===== src/force_table_velocity_integrator_top_assert.svh =====
// Assertion macros for the force table velocity integrator.
// Expects clk and arst_n in the including module's scope.
`ifndef FORCE_TABLE_VELOCITY_INTEGRATOR_TOP_ASSERT_SVH
`define FORCE_TABLE_VELOCITY_INTEGRATOR_TOP_ASSERT_SVH

// Consequent must hold in the same cycle as the antecedent.
`define FTVI_ASSERT_NOW(lbl, ante, cons, msg) \
	lbl: assert property (@(posedge clk) disable iff (!arst_n) (ante) |-> (cons)) \
		else $error(msg);

// Consequent must hold in the cycle after the antecedent.
`define FTVI_ASSERT_NEXT(lbl, ante, cons, msg) \
	lbl: assert property (@(posedge clk) disable iff (!arst_n) (ante) |=> (cons)) \
		else $error(msg);

`endif


===== src/ftvi_pkg.sv =====
// Shared types and constants of the force table velocity integrator.
// No dependencies; used by every module of the block.
`timescale 1ns / 1ps
package ftvi_pkg;
	localparam int MAX_FORCES = 8;
	localparam int USER_SLOTS = MAX_FORCES - 1;
	localparam int SLOT_W = $clog2(USER_SLOTS + 1);

	localparam int Q_W = 32;
	localparam int DIR_W = 18;
	localparam int MUL_W = 33;
	localparam int PROD_W = 2 * MUL_W;
	localparam int SUM_W = 56;
	localparam int NV_W = 48;
	localparam int MAG_W = 47;
	localparam int SS_W = 64;
	localparam int ROOT_W = 32;
	localparam int QUO_W = 17;
	localparam int SQRT_STEPS = 32;
	localparam int DIV_STEPS = 17;
	localparam int STEP_W = 6;

	localparam logic signed [Q_W-1:0] ONE_Q16 = 32'sd65536;
	localparam logic signed [Q_W-1:0] Q_MAX = 32'sh7FFF_FFFF;
	localparam logic signed [Q_W-1:0] Q_MIN = 32'sh8000_0000;

	localparam logic [1:0] KIND_ADD = 2'd0;
	localparam logic [1:0] KIND_TICK = 2'd1;
	localparam logic [1:0] KIND_SET_VEL = 2'd2;
	localparam logic [1:0] KIND_CLEAR = 2'd3;

	localparam int CFG_IDX_W = 2;
	localparam logic [CFG_IDX_W-1:0] CFG_GRAVITY_ENABLE = 2'd0;
	localparam logic [CFG_IDX_W-1:0] CFG_GRAVITY_MAGNITUDE = 2'd1;
	localparam logic [CFG_IDX_W-1:0] CFG_TERMINAL_SPEED = 2'd2;
	localparam logic signed [Q_W-1:0] GRAVITY_MAG_RST = 32'sd642253;
	localparam logic [30:0] TERMINAL_SPEED_RST = 31'd6553600;

	typedef struct packed {
		logic [1:0] kind;
		logic signed [31:0] force_magnitude;
		logic signed [31:0] vec_x;
		logic signed [31:0] vec_y;
		logic signed [31:0] vec_z;
		logic [30:0] duration;
		logic is_constant;
		logic [30:0] delta_time;
	} in_item_t;

	typedef struct packed {
		logic accepted;
		logic signed [31:0] vel_out_x;
		logic signed [31:0] vel_out_y;
		logic signed [31:0] vel_out_z;
		logic basis_valid;
		logic signed [31:0] side_x;
		logic signed [31:0] side_y;
		logic signed [31:0] side_z;
		logic signed [31:0] heading_x;
		logic signed [31:0] heading_y;
		logic signed [31:0] heading_z;
	} result_t;

	typedef struct packed {
		logic go;
		logic is_sqrt;
	} rd_req_t;

	typedef struct packed {
		logic done;
		logic [ROOT_W-1:0] value;
	} rd_rsp_t;
endpackage


===== src/ftvi_mul.sv =====
// Shared signed multiplier with a registered product.
// Depends on ftvi_pkg for operand widths.
`timescale 1ns / 1ps
module ftvi_mul (
	input logic clk,
	input logic signed [ftvi_pkg::MUL_W-1:0] a,
	input logic signed [ftvi_pkg::MUL_W-1:0] b,
	output logic signed [ftvi_pkg::PROD_W-1:0] p_q
);
	always_ff @(posedge clk) begin
		p_q <= a * b;
	end
endmodule


===== config.mk =====
export PLATFORM = sky130hd
export DESIGN_NAME = ftvi_mul
export DESIGN_NICKNAME = d
export VERILOG_FILES = /design/src/force_table_velocity_integrator_top_assert.svh /design/src/ftvi_pkg.sv /design/src/ftvi_mul.sv
export SDC_FILE = /design/constraint.sdc
export NUM_CORES = 2
export LEC_CHECK = 0
export ABC_CLOCK_PERIOD_IN_PS = 8750
export BUFFER_PORTS_ARGS = -buffer_cell sky130_fd_sc_hd__buf_2
export CORE_MARGIN = 3
export CORE_UTILIZATION = 28
export DETAILED_ROUTE_END_ITERATION = 8
export SYNTH_ARGS = -nofsm -noshare
export SYNTH_HDL_FRONTEND = slang
export SYNTH_SLANG_ARGS = --single-unit
export TNS_END_PERCENT = 100

===== constraint.sdc =====
create_clock -name clk -period 8.75 [get_ports clk]
set_input_delay 0.875 -clock clk [delete_from_list [all_inputs] [get_ports clk]]
set_output_delay 0.875 -clock clk [all_outputs]
set_load 0.02 [all_outputs]

Yosys cells after proc, flatten, opt, wreduce, memory -nomap -nowiden
Index checks and enable logic that the tools add are counted.
Widths: inputs -> output; s select.
- multiply operators: 1
- operators by type and width (cell ; count):
    $mul 33x33->66 ; 1
- flip-flop bits (word level): 66
- bits of input ports: 67
- word-level logic and storage cells: 2

Longest topological paths before layout
- depth after elaboration: 1
- gate-level depth with buffers: 27

Least setup slack after synthesis
No wires, ideal clock.
- path kind: input-to-reg
- start point: in a[32] (netlist bit)
- end point: reg p_q[62] (netlist bit)
- setup time: 0.079 ns
- data arrival time: 8.032 ns
- required time: 8.671 ns
- path slack: 0.639 ns
- stages: 23
- path buffers: 2
- path through: clkbuf_1 nand2_1 inv_1 fa_1 fa_1 fa_1 fa_1 fa_1 fa_1 fa_1 inv_1 fa_1 inv_1 ha_1 clkbuf_1 and3_1 nand3_1 nand2b_1 a2111oi_4 a211oi_4 a21o_2 a21o_1 a211oi_2
- longest elaborated chain between the ends: 1
- ends and longest elaborated chain (element ; line ; source):
    start, declared ; ftvi_mul.sv:6 ; input logic signed [ftvi_pkg::MUL_W-1:0] a,
    $mul 33x33->66 ; ftvi_mul.sv:11 ; p_q <= a * b;
    end signal, assigned ; ftvi_mul.sv:11 ;
    end, declared ; ftvi_mul.sv:8 ; output logic signed [ftvi_pkg::PROD_W-1:0] p_q
Every way passes these cells.

Worst setup path in the final report
- start point: in b[13] (netlist bit)
- end point: reg p_q[58] (netlist bit)
- longest elaborated chain between the ends: 1
- ends and longest elaborated chain (element ; line ; source):
    start, declared ; ftvi_mul.sv:7 ; input logic signed [ftvi_pkg::MUL_W-1:0] b,
    $mul 33x33->66 ; ftvi_mul.sv:11 ;
Every way passes these cells.

==> summary.md <==
| Metric | Value |
|---|---|
| Cells after Synth | between 4000 and 5000 |
| Final period demand of the worst path | 8.28 ns |
| CP endpoint kind | register |
| Initial DRC count | 1331 |
| Area of the multi-input gates | 34300 um^2 |
| Yosys reg bits | 66 |
| Most frequent cells in the layout | 1145 x fa_1, 1131 x inv_1, 562 x and2_1 |
| Overall die width | 387 um |
| Share of flip-flops with an asynchronous set or reset | 0% |
| Largest Register | p_q |
| Area of the mapped netlist | between 40000 and 50000 um^2 |
| Post-route setup TNS | 0 ns |
| Root Buffer | clkbuf_16 |
| Max FFs per register | 66 |
| Area added between synthesis and finish | 8.93% |
| Initial Utilization | 28.3% |
| Met1 GRT Util | 20.0% |
| Antenna violations before repair | 10 |
| Drt wl/cell | 17.6 um |
| Crit path DAT | about 8.6 ns |
| Final setup violation count | 0 |
| Critical path class | in -> reg |
| Final net count | 5818 |
| Worst hold path type | in -> reg |
| Total track usage | 15.5% |
| Final Hold Viols | 0 |
| Post-route cell area | 44400 um^2 |
| First-pass DRT Iterations | 5 |
| Largest area contributor in the netlist | fa_1 |
| Worst rel slew slack | between 30% and 40% |
| Synth top area cells | fa_1 56%, inv_1 10%, and2_1 8.6% |
| Main flop type after synthesis | dfxtp_1 |
| Crit start category | input pin |
| Grt met2 use | 26.9% |
| Placed cell areas | around 44000 um^2 |
| MaxCap Viol Count | 0 |
| GR Util met3 | 2.51% |
| Post-synth net total | 5767 |
| Syn_area_per_cell | 9.39 um^2 |
| Worst hold start | b[0] |
| Die height | 387 um |
| DRC | 0 |
| Yosys Warn Count | 0 |
| Die area | 150000 um^2 |
| Final period utilization | a little over nine tenths |
| First-pass GRT wire length | between 150000 and 200000 um |
| Depth of the CTS H-tree | 3 |
| Slew @ Worst Pin | roughly 0.97 ns |
| Clock Path Buffers | 2 |
| DR vias/cell | 4.49 |
| CTS sink count | between 60 and 70 |
| Worst Setup SP | b[13] |
| Routability cong. | 0.873 |
| CTS resizes | 0 |
| Post-synth top area share | 56.3% |
| Post-DP HPWL | 96800 um |
| Synth unique cells | 80 |
| Commonest non-fill, non-tap cell in the layout | fa_1 |
| Boundary Pins | 133 |
| Count of hold-fix buffers inserted at cts | 0 |
| Sequential cell area | around 1300 um^2 |
| GRT overflow | 0 |
| Number of synthesized flops with an enable pin | 0 |
| RSZ-0062 raised after global routing | false |
| Total Routed Length | between 100000 and 150000 um |
| Max Fclk | around 0.12 GHz |
| Biggest regs | p_q (66) |
| Share of cells above drive strength 1 | 7.15% |
| Finished Core Util | 30.8% |
| Vias in the first global route | 31900 |
| GR peak layer | met2 |
| Run status | complete, no violations |
| Final slew viol count | 0 |
| CTS buffer count | 9 |
| Via Count | 28300 |
| Sequential element share of the synthesized area | 3.24% |
| Crit Path Max Fanout | 33 |
| # rows | 139 |
| Number of I/O port buffers | 132 |
| Final ANT Viol Nets | 0 |
| Core ar. | approximately 140000 um^2 |
| CTS clk-pin slew, worst paths | 0.07 ns |
| WHS | 1.18 ns |
| Setup Buffers After CTS | 0 |
| Worst path required time | just over 9 ns |
| Largest net degree at the start of global routing | 34 |
| CTS tree | built |
| FILL cells | 15100 |
routing by layer:
layer / vias to the layer above / part of all wire [%] / wire (um)
met2: 683 / 51 / 56100
met5: - / 0.038 / 42
li1: 12400 / - / -
met4: 6 / 2.5 / 2760
met1: 15000 / 41 / 45700
met3: 135 / 5.5 / 6130
cell usage after synthesis (3+ instances only):
| master | number |
|---|---|
| a211oi_1 | 7 |
| clkbuf_1 | 208 |
| o21ai_0 | 25 |
| nand3_1 | 25 |
| o31ai_4 | 3 |
| dfxtp_1 | 66 |
| a21oi_1 | 57 |
| and2_1 | 562 |
| nand4_1 | 11 |
| fa_1 | 1145 |
| o211ai_1 | 4 |
| nor3_1 | 7 |
| o21ai_1 | 6 |
| and3_1 | 5 |
| nand2b_1 | 12 |
| xor2_1 | 25 |
| nor2b_1 | 5 |
| o21bai_1 | 11 |
| inv_1 | 1131 |
| nand2_1 | 551 |
| a211oi_2 | 3 |
| a211o_1 | 6 |
| o21a_1 | 6 |
| buf_2 | 11 |
| a21o_1 | 36 |
| xnor2_1 | 43 |
| a21oi_2 | 3 |
| nor2_1 | 68 |
| ha_1 | 217 |
| or2_2 | 3 |
| or3_1 | 3 |
| a31oi_1 | 8 |
| and4_1 | 5 |
worst max-delay path: stages:
cell and delay, ns:
buf_2 0.56, nand2_1 0.26, fa_1 0.65, inv_1 0.07, fa_1 0.50, inv_1 0.06, fa_1 0.53, inv_1 0.05
fa_1 0.48, fa_1 0.62, fa_1 0.46, fa_1 0.51, inv_1 0.06, fa_1 0.47, inv_1 0.04, ha_1 0.28
and4_1 0.21, nand3_1 0.19, nand2b_1 0.25, buf_4 0.18, a2111oi_4 0.32, a211oi_4 0.07, buf_12 0.16, a21oi_2 0.29
nor4b_2 0.09, a311oi_1 0.27
worst paths after layout:
| path | endpoint | slack [ns] | cells past startpoint |
|---|---|---|---|
| worst max-delay path | p_q[58]$_DFF_P_ | 0.47 | 26 |
| worst min-delay path | p_q[0]$_DFF_P_ | 1.18 | 3 |
metrics by stage:
stage,instances,setup slack (ns)
2_1_floorplan,4338,0.639
3_3_place_gp,6281,0.0664
3_5_place_dp,6281,0.0884
4_1_cts,6297,0.510
5_1_grt,6297,0.203
6_report,6301,0.470
cell type report:
type | instances | share of cell area [%]
clock buffer | 10 | 0.539
antenna | 4 | 0.0226
tap | 1903 | 5.37
clock inverter | 6 | 0.203
inverter | 1131 | 9.57
sequential | 66 | 2.98
timing repair buffer | 261 | 3.98
multi-input combinational | 2920 | 77.3
logic make-up after synthesis:
kind of cell               synth area share [%]
buffers and inverters                      12.5
adders and majority gates                  62.9
and+or+nand+nor                            15.8
AOI/OAI and AO/OA                          4.07
xor gates and xnor gates                   1.46
DFF                                        3.24
Power is left out: the tool's default activity adds up to more than one toggle a clock period on the data nets, which glitch-free logic cannot reach.
