**src/force_table_velocity_integrator_top_assert.svh**
```systemverilog
// Assertion macros for the force table velocity integrator.
// Expects clk and arst_n in the including module's scope.
`ifndef FORCE_TABLE_VELOCITY_INTEGRATOR_TOP_ASSERT_SVH
`define FORCE_TABLE_VELOCITY_INTEGRATOR_TOP_ASSERT_SVH

// Consequent must hold in the same cycle as the antecedent.
`define FTVI_ASSERT_NOW(lbl, ante, cons, msg) \
	lbl: assert property (@(posedge clk) disable iff (!arst_n) (ante) |-> (cons)) \
		else $error(msg);

// Consequent must hold in the cycle after the antecedent.
`define FTVI_ASSERT_NEXT(lbl, ante, cons, msg) \
	lbl: assert property (@(posedge clk) disable iff (!arst_n) (ante) |=> (cons)) \
		else $error(msg);

`endif

```
**src/ftvi_pkg.sv**
```systemverilog
// Shared types and constants of the force table velocity integrator.
// No dependencies; used by every module of the block.
`timescale 1ns / 1ps
package ftvi_pkg;
	localparam int MAX_FORCES = 8;
	localparam int USER_SLOTS = MAX_FORCES - 1;
	localparam int SLOT_W = $clog2(USER_SLOTS + 1);

	localparam int Q_W = 32;
	localparam int DIR_W = 18;
	localparam int MUL_W = 33;
	localparam int PROD_W = 2 * MUL_W;
	localparam int SUM_W = 56;
	localparam int NV_W = 48;
	localparam int MAG_W = 47;
	localparam int SS_W = 64;
	localparam int ROOT_W = 32;
	localparam int QUO_W = 17;
	localparam int SQRT_STEPS = 32;
	localparam int DIV_STEPS = 17;
	localparam int STEP_W = 6;

	localparam logic signed [Q_W-1:0] ONE_Q16 = 32'sd65536;
	localparam logic signed [Q_W-1:0] Q_MAX = 32'sh7FFF_FFFF;
	localparam logic signed [Q_W-1:0] Q_MIN = 32'sh8000_0000;

	localparam logic [1:0] KIND_ADD = 2'd0;
	localparam logic [1:0] KIND_TICK = 2'd1;
	localparam logic [1:0] KIND_SET_VEL = 2'd2;
	localparam logic [1:0] KIND_CLEAR = 2'd3;

	localparam int CFG_IDX_W = 2;
	localparam logic [CFG_IDX_W-1:0] CFG_GRAVITY_ENABLE = 2'd0;
	localparam logic [CFG_IDX_W-1:0] CFG_GRAVITY_MAGNITUDE = 2'd1;
	localparam logic [CFG_IDX_W-1:0] CFG_TERMINAL_SPEED = 2'd2;
	localparam logic signed [Q_W-1:0] GRAVITY_MAG_RST = 32'sd642253;
	localparam logic [30:0] TERMINAL_SPEED_RST = 31'd6553600;

	typedef struct packed {
		logic [1:0] kind;
		logic signed [31:0] force_magnitude;
		logic signed [31:0] vec_x;
		logic signed [31:0] vec_y;
		logic signed [31:0] vec_z;
		logic [30:0] duration;
		logic is_constant;
		logic [30:0] delta_time;
	} in_item_t;

	typedef struct packed {
		logic accepted;
		logic signed [31:0] vel_out_x;
		logic signed [31:0] vel_out_y;
		logic signed [31:0] vel_out_z;
		logic basis_valid;
		logic signed [31:0] side_x;
		logic signed [31:0] side_y;
		logic signed [31:0] side_z;
		logic signed [31:0] heading_x;
		logic signed [31:0] heading_y;
		logic signed [31:0] heading_z;
	} result_t;

	typedef struct packed {
		logic go;
		logic is_sqrt;
	} rd_req_t;

	typedef struct packed {
		logic done;
		logic [ROOT_W-1:0] value;
	} rd_rsp_t;
endpackage

```
**src/ftvi_root_div.sv**
```systemverilog
// Iterative unit: integer square root (one result bit per cycle) or
// division of (dividend << 16) by a divisor with a 17-bit quotient. Uses ftvi_pkg.
`timescale 1ns / 1ps
module ftvi_root_div (
	input logic clk,
	input logic arst_n,
	input ftvi_pkg::rd_req_t req,
	input logic [ftvi_pkg::SS_W-1:0] radicand,
	input logic [ftvi_pkg::ROOT_W-1:0] dividend,
	input logic [ftvi_pkg::ROOT_W-1:0] divisor,
	output ftvi_pkg::rd_rsp_t rsp
);
	logic run_q;
	logic done_q;
	logic sqrt_q;
	logic [ftvi_pkg::STEP_W-1:0] cnt_q;
	logic [ftvi_pkg::SS_W-1:0] n_q;
	logic [ftvi_pkg::SS_W-1:0] res_q;
	logic [ftvi_pkg::SS_W-1:0] rbit_q;
	logic [ftvi_pkg::ROOT_W-1:0] rem_q;
	logic [ftvi_pkg::ROOT_W-1:0] dsr_q;
	logic [ftvi_pkg::QUO_W-1:0] dvd_q;
	logic [ftvi_pkg::QUO_W-1:0] quo_q;

	logic [ftvi_pkg::SS_W-1:0] root_try;
	logic [ftvi_pkg::ROOT_W:0] div_try;
	logic div_fit;

	always_comb begin
		root_try = res_q + rbit_q;
		div_try = {rem_q, dvd_q[ftvi_pkg::QUO_W-1]};
		div_fit = div_try >= {1'b0, dsr_q};
	end

	always_ff @(posedge clk or negedge arst_n) begin
		if (!arst_n) begin
			run_q <= 1'b0;
			done_q <= 1'b0;
			sqrt_q <= 1'b0;
			cnt_q <= '0;
		end else begin
			done_q <= 1'b0;
			if (req.go) begin
				run_q <= 1'b1;
				sqrt_q <= req.is_sqrt;
				cnt_q <= req.is_sqrt ? ftvi_pkg::STEP_W'(ftvi_pkg::SQRT_STEPS - 1)
					: ftvi_pkg::STEP_W'(ftvi_pkg::DIV_STEPS - 1);
			end else if (run_q) begin
				if (cnt_q == '0) begin
					run_q <= 1'b0;
					done_q <= 1'b1;
				end else begin
					cnt_q <= cnt_q - 1'b1;
				end
			end
		end
	end

	always_ff @(posedge clk) begin
		if (req.go) begin
			n_q <= radicand;
			res_q <= '0;
			rbit_q <= ftvi_pkg::SS_W'(1) << (ftvi_pkg::SS_W - 2);
			// quotient fits 17 bits, so the upper dividend bits start as remainder
			rem_q <= {1'b0, dividend[ftvi_pkg::ROOT_W-1:1]};
			dvd_q <= {dividend[0], {(ftvi_pkg::QUO_W - 1){1'b0}}};
			quo_q <= '0;
			dsr_q <= divisor;
		end else if (run_q) begin
			if (sqrt_q) begin
				if (n_q >= root_try) begin
					n_q <= n_q - root_try;
					res_q <= (res_q >> 1) + rbit_q;
				end else begin
					res_q <= res_q >> 1;
				end
				rbit_q <= rbit_q >> 2;
			end else begin
				rem_q <= div_fit ? ftvi_pkg::ROOT_W'(div_try - {1'b0, dsr_q})
					: ftvi_pkg::ROOT_W'(div_try);
				dvd_q <= dvd_q << 1;
				quo_q <= {quo_q[ftvi_pkg::QUO_W-2:0], div_fit};
			end
		end
	end

	assign rsp.done = done_q;
	assign rsp.value = sqrt_q ? res_q[ftvi_pkg::ROOT_W-1:0] : ftvi_pkg::ROOT_W'(quo_q);
endmodule

```
**config.mk**
```make
export PLATFORM = sky130hd
export DESIGN_NAME = ftvi_root_div
export DESIGN_NICKNAME = d
export VERILOG_FILES = /design/src/force_table_velocity_integrator_top_assert.svh /design/src/ftvi_pkg.sv /design/src/ftvi_root_div.sv
export SDC_FILE = /design/constraint.sdc
export NUM_CORES = 1
export LEC_CHECK = 0
export ABC_AREA = 0
export BUFFER_PORTS_ARGS = -buffer_cell sky130_fd_sc_hd__buf_2
export CAP_MARGIN = 30
export CORE_MARGIN = 2
export CORE_UTILIZATION = 55
export CTS_BUF_LIST = sky130_fd_sc_hd__clkbuf_2
export DETAILED_ROUTE_END_ITERATION = 10
export PLACE_DENSITY = 0.74
export SYNTH_ARGS = -nofsm -noshare
export SYNTH_HDL_FRONTEND = slang
export SYNTH_SLANG_ARGS = --single-unit
export TNS_END_PERCENT = 10
```
**constraint.sdc**
```tcl
create_clock -name clk -period 28.1 [get_ports clk]
set_input_delay 5.62 -clock clk [delete_from_list [all_inputs] [get_ports clk]]
set_output_delay 5.62 -clock clk [all_outputs]
set_load 0.02 [all_outputs]
```
# After elaboration in Yosys (flattened, before gate mapping)
# Cells that the tools add are included.
[word_totals]
ff_bits = 251
wordCells = 54
output_inout_bits = 33
inputBits = 132
[classes]
n_eq_ne = 2
reduce_logical = 9
mux = 23
magnitude_cmp = 2
n_addsub = 5
n_bitwise = 1
[op_table]
columns = ["cell", "count"]
rows = [
  ["64-bit two-way mux", 5],
  ["31-bit two-way mux", 3],
  ["63-bit by 63-bit adder with 64-bit output", 1],
  ["64-bit by 63-bit adder with 64-bit output", 1],
  ["64-bit >= comparator", 1],
  ["32-bit two-way mux", 2],
  ["64-bit subtractor", 1],
  ["17-bit two-way mux", 3],
  ["33-bit by 32-bit >= comparator with 1-bit output", 1],
  ["32-bit subtractor", 1],
  ["6-bit two-way mux", 3],
  ["2-bit AND reduction", 4],
  ["6-bit zero test", 1],
  ["1-bit two-way mux", 6],
  ["2-bit nonzero test", 3],
  ["6-bit by 1-bit subtractor with 6-bit output, second input constant", 1],
  ["4-bit two-way mux", 1],
  ["2-bit inequality test, second input constant", 2],
  ["3-bit AND reduction", 1],
  ["1-bit NOT", 1],
]

# Depth between registers and ports, before layout
# Gate-level depths: netlist of run 1.
[logic_depth]
depth_word = 6
mapped_depth = 26
mapped_depth_nobuf = 23

# Worst setup path before layout of run 1
# OpenSTA, ideal clock, no wires.
[synth_timing]
path_kind = "flip-flop to flip-flop"
start = "register res_q[0] (netlist bit)"
end = "register n_q[0] (netlist bit) (enable)"
n_path_buf = 2
slack_ns = 18.286
stages_incl_launch_ff = 24
required_time_ns = 27.525
arrival_time_ns = 9.240
synth_period_minus_slack_ns = 9.814
setup_time_ns = 0.575
path_cell_list = "dfxtp_1 > ha_1 > ha_1 > a21oi_1 > o311ai_1 > and3_1 > or4_1 > a21oi_2 > o41ai_2 > o31ai_2 > a2bb2oi_2 > o22ai_1 > xnor2_1 > ha_1 > and3_1 > nand4_1 > or3_1 > nor2_1 > a2bb2oi_2 > a311oi_2 > nor2_1 > buf_6 > buf_2 > o21ai_0"
[synth_between]
elab_chain_len = 4
[synth_rtl]
columns = ["item", "line_no", "rtl"]
rows = [
  ["start, declared", "ftvi_root_div.sv:18", "logic [ftvi_pkg::SS_W-1:0] res_q;"],
  ["start signal, assigned", "ftvi_root_div.sv:73", "res_q <= (res_q >> 1) + rbit_q;"],
  ["start signal, assigned", "ftvi_root_div.sv:75", "res_q <= res_q >> 1;"],
  ["64-bit by 63-bit adder with 64-bit output", "ftvi_root_div.sv:30", "root_try = res_q + rbit_q;"],
  ["64-bit >= comparator", "ftvi_root_div.sv:71", "if (n_q >= root_try) begin"],
  ["2-bit nonzero test (no source line)", "n/a", ""],
  ["3-bit AND reduction (no source line)", "n/a", ""],
  ["end signal, assigned", "ftvi_root_div.sv:61", "n_q <= radicand;"],
  ["end signal, assigned", "ftvi_root_div.sv:72", "n_q <= n_q - root_try;"],
  ["end, declared", "ftvi_root_div.sv:17", "logic [ftvi_pkg::SS_W-1:0] n_q;"],
]
# Every way passes these cells.
# A chain may end at the register's enable or synchronous reset.

==> results of run 1 <==
[layout make-up]
type	count	share of cell area, %
timing repair buffer	181	4.419
tap	468	2.638
sequential	251	28.61
clock buffer	105	2.367
inverter	91	1.539
clock inverter	24	0.5975
multi-input combinational	2022	59.81
antenna	2	0.02255
[cells by family after synthesis]
| kind of cell | synth area share, % |
|---|---|
| mux | 2.262 |
| buf+inv | 4.518 |
| xor+xnor | 7.768 |
| simple gates | 18.42 |
| compound gates | 25.89 |
| fa+ha+maj | 10.19 |
| flops | 30.95 |
[tightest hold or removal path, cell delays in order, from the launching register on]
cell and delay (ns):
dfxtp_1 0.35, nand2_1 0.06, a21oi_1 0.05
[layer usage]
layer,track usage (%),vias to the layer above
li1,-,9489
met1,37.28,8932
met2,46.45,588
met3,4.473,158
met4,13.17,2
met5,0,-
[sequential cells by signal (all words and copies together) (netlist names), 6 cells and up]
signal,flops
cnt_q,6
res_q,64
n_q,64
rbit_q,32
dsr_q,32
quo_q,17
rem_q,32
[synth_stat cells (all sizes together), types with 10 or more instances]
| library cell | n |
|---|---|
| a22o | 18 |
| nand3 | 51 |
| a211oi | 43 |
| xnor2 | 89 |
| o21a | 29 |
| nor2b | 25 |
| o21ai | 218 |
| o211ai | 20 |
| a21oi | 214 |
| ha | 164 |
| a31oi | 61 |
| xor2 | 93 |
| o21bai | 30 |
| nand2b | 18 |
| clkbuf | 94 |
| dfxtp | 114 |
| and3 | 29 |
| nor3 | 52 |
| nor3b | 10 |
| inv | 91 |
| edfxtp | 128 |
| a31o | 11 |
| or3 | 14 |
| mux2 | 35 |
| o31ai | 27 |
| nor2 | 169 |
| a21o | 66 |
| a311oi | 10 |
| and2 | 27 |
| nand2 | 325 |
| buf | 43 |
| nand4 | 51 |
[final timing paths]
check | from | to | slack (ns) | depth (start not counted)
max | sqrt_q | rsp[16] | 20.00 | 3
max in group asynchronous | arst_n | cnt_q[0] | 23.42 | 1
max reg2reg | res_q[6] | n_q[47] | 20.48 | 22
min | rbit_q[44] | rbit_q[42] | 0.49 | 2
min in group asynchronous | arst_n | cnt_q[1] | 4.47 | 1
min reg2reg | rbit_q[44] | rbit_q[42] | 0.49 | 2
[through the flow]
| step | area, sq um | util [%] |
|---|---|---|
| after floorplan | 20520 | - |
| after global placement | 21500 | 58.58 |
| after detailed placement | 21520 | 58.65 |
| final | 22200 | 60.49 |
| after CTS | 22180 | 60.45 |
| after global routing | 22200 | 60.49 |
[power groups by stage]
stage,registers [mW],logic (mW),clock network (mW)
3_5_place_dp,0.603,1.29,0
2_1_floorplan,0.566,1.04,0
5_1_grt,0.609,1.46,0.306
6_report,0.598,1.31,0.280
4_1_cts,0.597,1.30,0.289
3_3_place_gp,0.603,1.26,0
==> flow_metrics.py, run 1 <==
metrics = {
    "sta": {
        "relSlewSlack_pct": 41.05,
        "hold_ws_ns": 0.4900,
        "finalWorstSetupSlack_ns": 20.00,
        "post-route-min-period_ns": 8.101,
        "rsz0062_at_grt": "false",
        "clock_skew_ns": 0.08526,
        "period_share_pct": 28.83,
        "finalSetupViolations": 0,
        "tns_ns": 0,
        "max_freq_mhz": 123.4,
        "drv_slew": 0,
        "tightest_slew_ns": 0.8843,
        "hold_viol_final": 0,
    },
    "clock_tree": {
        "cts_root_buffer": "clkbuf_2",
        "cts_sinks": 251,
        "htreeDepth": 3,
        "holdBufCountCts": 0,
        "cts_tree": "built",
        "clk_latency_ns": 0.98,
        "clk_pin_slew_ns": 0.11,
        "clk_path_buf_depth": 3,
        "postCtsSetupBuffers": 0,
        "cts_resized": 0,
        "cts_buffers": 70,
    },
    "power": {
        "finalPower_mw": 2.191,
        "p_comb_share_pct": 59.9,
        "pwr-share-clk_pct": 12.8,
        "p_sw_share_pct": 47.72,
        "p_leak_nw": 9.076,
        "switchingPower_mw": 1.045,
        "power.internal_mw": 1.145,
        "cellPowerDensity_mw_per_mm2": 98.69,
        "irDropWorstVdd_mv": 0.05006,
        "seq_power_share_pct": 27.3,
    },
    "setup_path": {
        "worst_path_max_delay_cell": "dfrtp_1",
        "worst_path_largest_cell_delay_ns": 0.73,
        "endpoint_kind": "primary output",
        "crit_chain": "buf_16 -> mux2_2 -> buf_2",
        "arrival_ns": 2.48,
        "critPathKind": "register to primary output",
        "worstSetupStartpointType": "register",
        "worstPathMaxFanout": 20,
        "path_buf_inv": 2,
        "required_ns": 22.48,
        "cpLargestDelayFamily": "flip-flops",
    },
    "drt": {
        "top_layer": "met5",
        "ant_nets": 0,
        "wire_per_inst_um": 17.74,
        "wl_um": 55770,
        "vias": 19169,
        "drt-met1-wl_um": 24990,
        "wl_met2_um": 25510,
        "viasPerCell": 6.097,
        "wl_met3_um": 2954,
        "drt_pass1_iterations": 6,
        "drcViolationCount": 0,
        "drt_iter0_markers": 1365,
    },
    "layout": {
        "syn_to_final_growth_pct": 8.176,
        "final_common_cell": "nand2_1",
        "finalNonFillerCells": 3144,
        "most-common-layout-cells": "324 x nand2_1, 212 x a21oi_1, 196 x o21ai_0",
        "layout-drive-gt1-share_pct": 14.02,
        "nNetsFinal": 2915,
        "multiInputGateArea_sq_mm": 0.01328,
        "fillers": 3398,
        "regArea_sq_mm": 0.006351,
    },
    "synthesis": {
        "synth-async-reset-ratio_pct": 3.586,
        "synth_area_per_cell_sq_um": 8.205,
        "seq_area_frac_synth_pct": 30.95,
        "ys_types": 96,
        "syn-instance-count": 2501,
        "synth_nets": 2799,
        "synthesis.area_sq_mm": 0.02052,
        "yosys_warnings": 0,
        "synth-edff-count": 128,
        "ys_top_cells_by_area": "edfxtp_1 19%, dfxtp_1 11%, ha_1 10%",
        "ys_seq_elements": 251,
        "yosys.area.top_type_share_pct": 18.73,
        "synth_top_area_cell": "edfxtp_1",
        "synthFlopType": "edfxtp_1",
    },
    "floorplan": {
        "die-area_sq_mm": 0.03887,
        "fp.dieW_um": 197.2,
        "ios": 165,
        "fp.coreArea_sq_mm": 0.03670,
        "rows": 70,
        "die_y_um": 197.2,
        "floorplan.initialDensity_pct": 55.92,
    },
    "global_route": {
        "grt_max_degree": 108,
        "globalRouteOverflowTotal": 0,
        "grt_use_total_pct": 28.51,
        "grt_pass1_vias": 18311,
        "grt_pass1_wl_um": 90410,
        "antenna_found_initial": 2,
    },
    "placed_design": {
        "hpwlAfterDp_um": 40640,
        "gp_congestion": 0.9512,
        "port_buffers": 164,
        "dp.cells": 3012,
        "pre_cts_ws_ns": 19.95,
    },
    "flow_run": {
        "maxCapViolCount": 0,
    },
    "min_path": {
        "hold_class": "register to register",
    },
    "status": {
        "status": "complete, no violations",
    },
}
Power figures use the tool's default switching activity.
==> run 2: changes to the inputs <==
--- a/config.mk
+++ b/config.mk
@@ -12,7 +12,7 @@
 export CORE_UTILIZATION = 55
 export CTS_BUF_LIST = sky130_fd_sc_hd__clkbuf_2
 export DETAILED_ROUTE_END_ITERATION = 10
-export PLACE_DENSITY = 0.74
+export PLACE_DENSITY = 0.77
 export SYNTH_ARGS = -nofsm -noshare
 export SYNTH_HDL_FRONTEND = slang
 export SYNTH_SLANG_ARGS = --single-unit
==> constraint.sdc (replaced) <==
create_clock -name clk -period 7.4 [get_ports clk]
set_input_delay 1.48 -clock clk [delete_from_list [all_inputs] [get_ports clk]]
set_output_delay 1.48 -clock clk [all_outputs]
set_load 0.02 [all_outputs]
==> run 2 against run 1 <==
Compared with the run above: die area unchanged; sequential power increased to 3.8 times the previous value; combinational power increased to 3.8 times the previous value; critical path depth increased by 21; flip-flop and latch count unchanged; routed wire length increased by 1.1%; final area increased by 0.26%; count of clock-buffer cells in the layout increased by 7; sequential share of layout area decreased by 0.076 points; setup slack got worse by 19 ns; clock skew increased by 0.046 ns; critical endpoint is now res_q[41].
==> flow_metrics.py, run 2 (synthesized netlist as in run 1, its figures left out) <==
metrics = {
    "setup_path": {
        "r2r_start": "res_q[0]",
        "crit_chain": "ha_1 -> ha_1 -> a21oi_1 -> o311ai_1 -> and3_1 -> or4_1 -> a21oi_2 -> o41ai_2 -> o31ai_2 -> a2bb2oi_2 -> o22ai_1 -> xnor2_1 -> ha_1 -> and3_1 -> nand4_1 -> or3_1 -> nor2_1 -> a2bb2oi_2 -> a311oi_2 -> or2_1 -> buf_4 -> o21ai_0 -> xor2_1 -> a211oi_1",
        "worstSetupStartpointType": "register",
        "worst_path_max_delay_cell": "or4_1",
        "endpoint_kind": "register",
        "cpLargestDelayFamily": "compound AO/OA/AOI/OAI gates",
        "path_buf_inv": 1,
        "critPathKind": "register to register",
        "reg2reg_depth": 24,
        "worst_path_most_repeated_cell": "ha_1",
        "arrival_ns": 7.62,
        "worstPathMaxFanout": 52,
        "worst_path_largest_cell_delay_ns": 0.56,
        "rr_endpoint": "res_q[41]",
        "required_ns": 8.31,
        "rrSetupSlack_ns": 0.69,
    },
    "sta": {
        "post-route-min-period_ns": 6.713,
        "hold_viol_final": 0,
        "drv_slew": 0,
        "tns_ns": 0,
        "rsz0062_at_grt": "false",
        "finalSetupViolations": 0,
        "period_share_pct": 90.71,
        "relSlewSlack_pct": 42.50,
        "max_freq_mhz": 149.0,
        "clock_skew_ns": 0.1316,
        "tightest_slew_ns": 0.8560,
        "finalWorstSetupSlack_ns": 0.6872,
    },
    "floorplan": {
        "floorplan.initialDensity_pct": 55.92,
        "die_y_um": 197.2,
        "fp.dieW_um": 197.2,
        "ios": 165,
        "fp.coreArea_sq_mm": 0.03670,
        "die-area_sq_mm": 0.03887,
        "rows": 70,
    },
    "layout": {
        "regArea_sq_mm": 0.006351,
        "reg_top3": "n_q x64, res_q x64",
        "syn_to_final_growth_pct": 8.463,
        "most-common-layout-cells": "324 x nand2_1, 212 x a21oi_1, 196 x o21ai_0",
        "final_cell_area_sq_mm": 0.02226,
        "finalNonFillerCells": 3157,
        "layout-drive-gt1-share_pct": 14.41,
        "fillers": 3367,
        "multiInputGateArea_sq_mm": 0.01328,
        "final_common_cell": "nand2_1",
        "nNetsFinal": 2922,
    },
    "clock_tree": {
        "htreeDepth": 3,
        "clk_path_buf_depth": 3,
        "clk_latency_ns": 1.02,
        "cts_sinks": 251,
        "cts_resized": 0,
        "clk_pin_slew_ns": 0.10,
        "cts_root_buffer": "clkbuf_2",
        "cts_tree": "built",
        "holdBufCountCts": 0,
        "cts_buffers": 75,
        "postCtsSetupBuffers": 0,
    },
    "global_route": {
        "grt_util_met2_pct": 48.34,
        "globalRouteOverflowTotal": 0,
        "gr-max-usage-layer": "met2",
        "grt_use_met1_pct": 36.47,
        "grt_use_total_pct": 28.57,
        "antenna_found_initial": 4,
        "grtUsageMet3_pct": 5.020,
        "grt_max_degree": 89,
        "grt_pass1_vias": 18349,
        "grt_pass1_wl_um": 90930,
    },
    "drt": {
        "viasPerCell": 6.136,
        "wl_um": 56360,
        "drcViolationCount": 0,
        "drt_iter0_markers": 1404,
        "ant_nets": 0,
        "drt_pass1_iterations": 5,
        "wire_per_inst_um": 17.85,
        "vias": 19372,
    },
    "placed_design": {
        "gp_congestion": 0.9152,
        "pre_cts_ws_ns": 0.7928,
        "dp.cells": 3015,
        "hpwlAfterDp_um": 41680,
        "dpl_cell_area_sq_mm": 0.02154,
        "port_buffers": 164,
    },
    "power": {
        "finalPower_mw": 8.386,
        "cellPowerDensity_mw_per_mm2": 376.8,
        "irDropWorstVdd_mv": 0.2056,
        "p_leak_nw": 9.122,
    },
    "flow_run": {
        "maxCapViolCount": 0,
    },
    "status": {
        "status": "complete, no violations",
    },
    "min_path": {
        "hold_class": "input port to async pin",
    },
}
run 2: where the power goes:
part	total, mW	switching, mW	internal, mW	leakage, nW
Sequential	2.25	0.296	1.96	2.33
Clock	1.11	0.666	0.445	0.535
Combinational	5.02	3.03	1.99	6.26
Total	8.39	3.99	4.39	9.12
run 2: through the flow:
stage	util, %	hold WS, ns
after CTS	60.63	0.2275
after floorplan	-	0.4438
after detailed placement	58.70	0.4796
final	60.65	0.2930
after global placement	58.62	0.4692
after global routing	60.65	0.2155
run 2: how the worst max path moves through the flow:
| stage | end | slack [ns] | cells after the start | start |
|---|---|---|---|---|
| after detailed placement | res_q[41] | 0.79 | 24 | res_q[0] |
| after CTS | res_q[41] | 0.75 | 24 | res_q[0] |
| after floorplan | n_q[0] | 0.54 | 23 | res_q[0] |
| after global placement | res_q[41] | 0.96 | 24 | res_q[0] |
| final | res_q[41] | 0.69 | 24 | res_q[0] |
| after global routing | res_q[41] | 0.27 | 24 | res_q[0] |
run 2: layout make-up:
cell class	instances	share of cell area [%]
flip-flops and latches	251	28.53
well taps	468	2.631
multi-input cells	2022	59.65
repair buffers	183	4.441
clock buffers	112	2.518
inverters	91	1.535
diodes	3	0.03373
clock inverters	27	0.6577
run 2: per-layer routing:
metal / routed length (um) / up-vias
met3: 3612 / 119
met5: 7 / -
met4: 1723 / 2
li1: - / 9493
met2: 26540 / 685
met1: 24470 / 9073
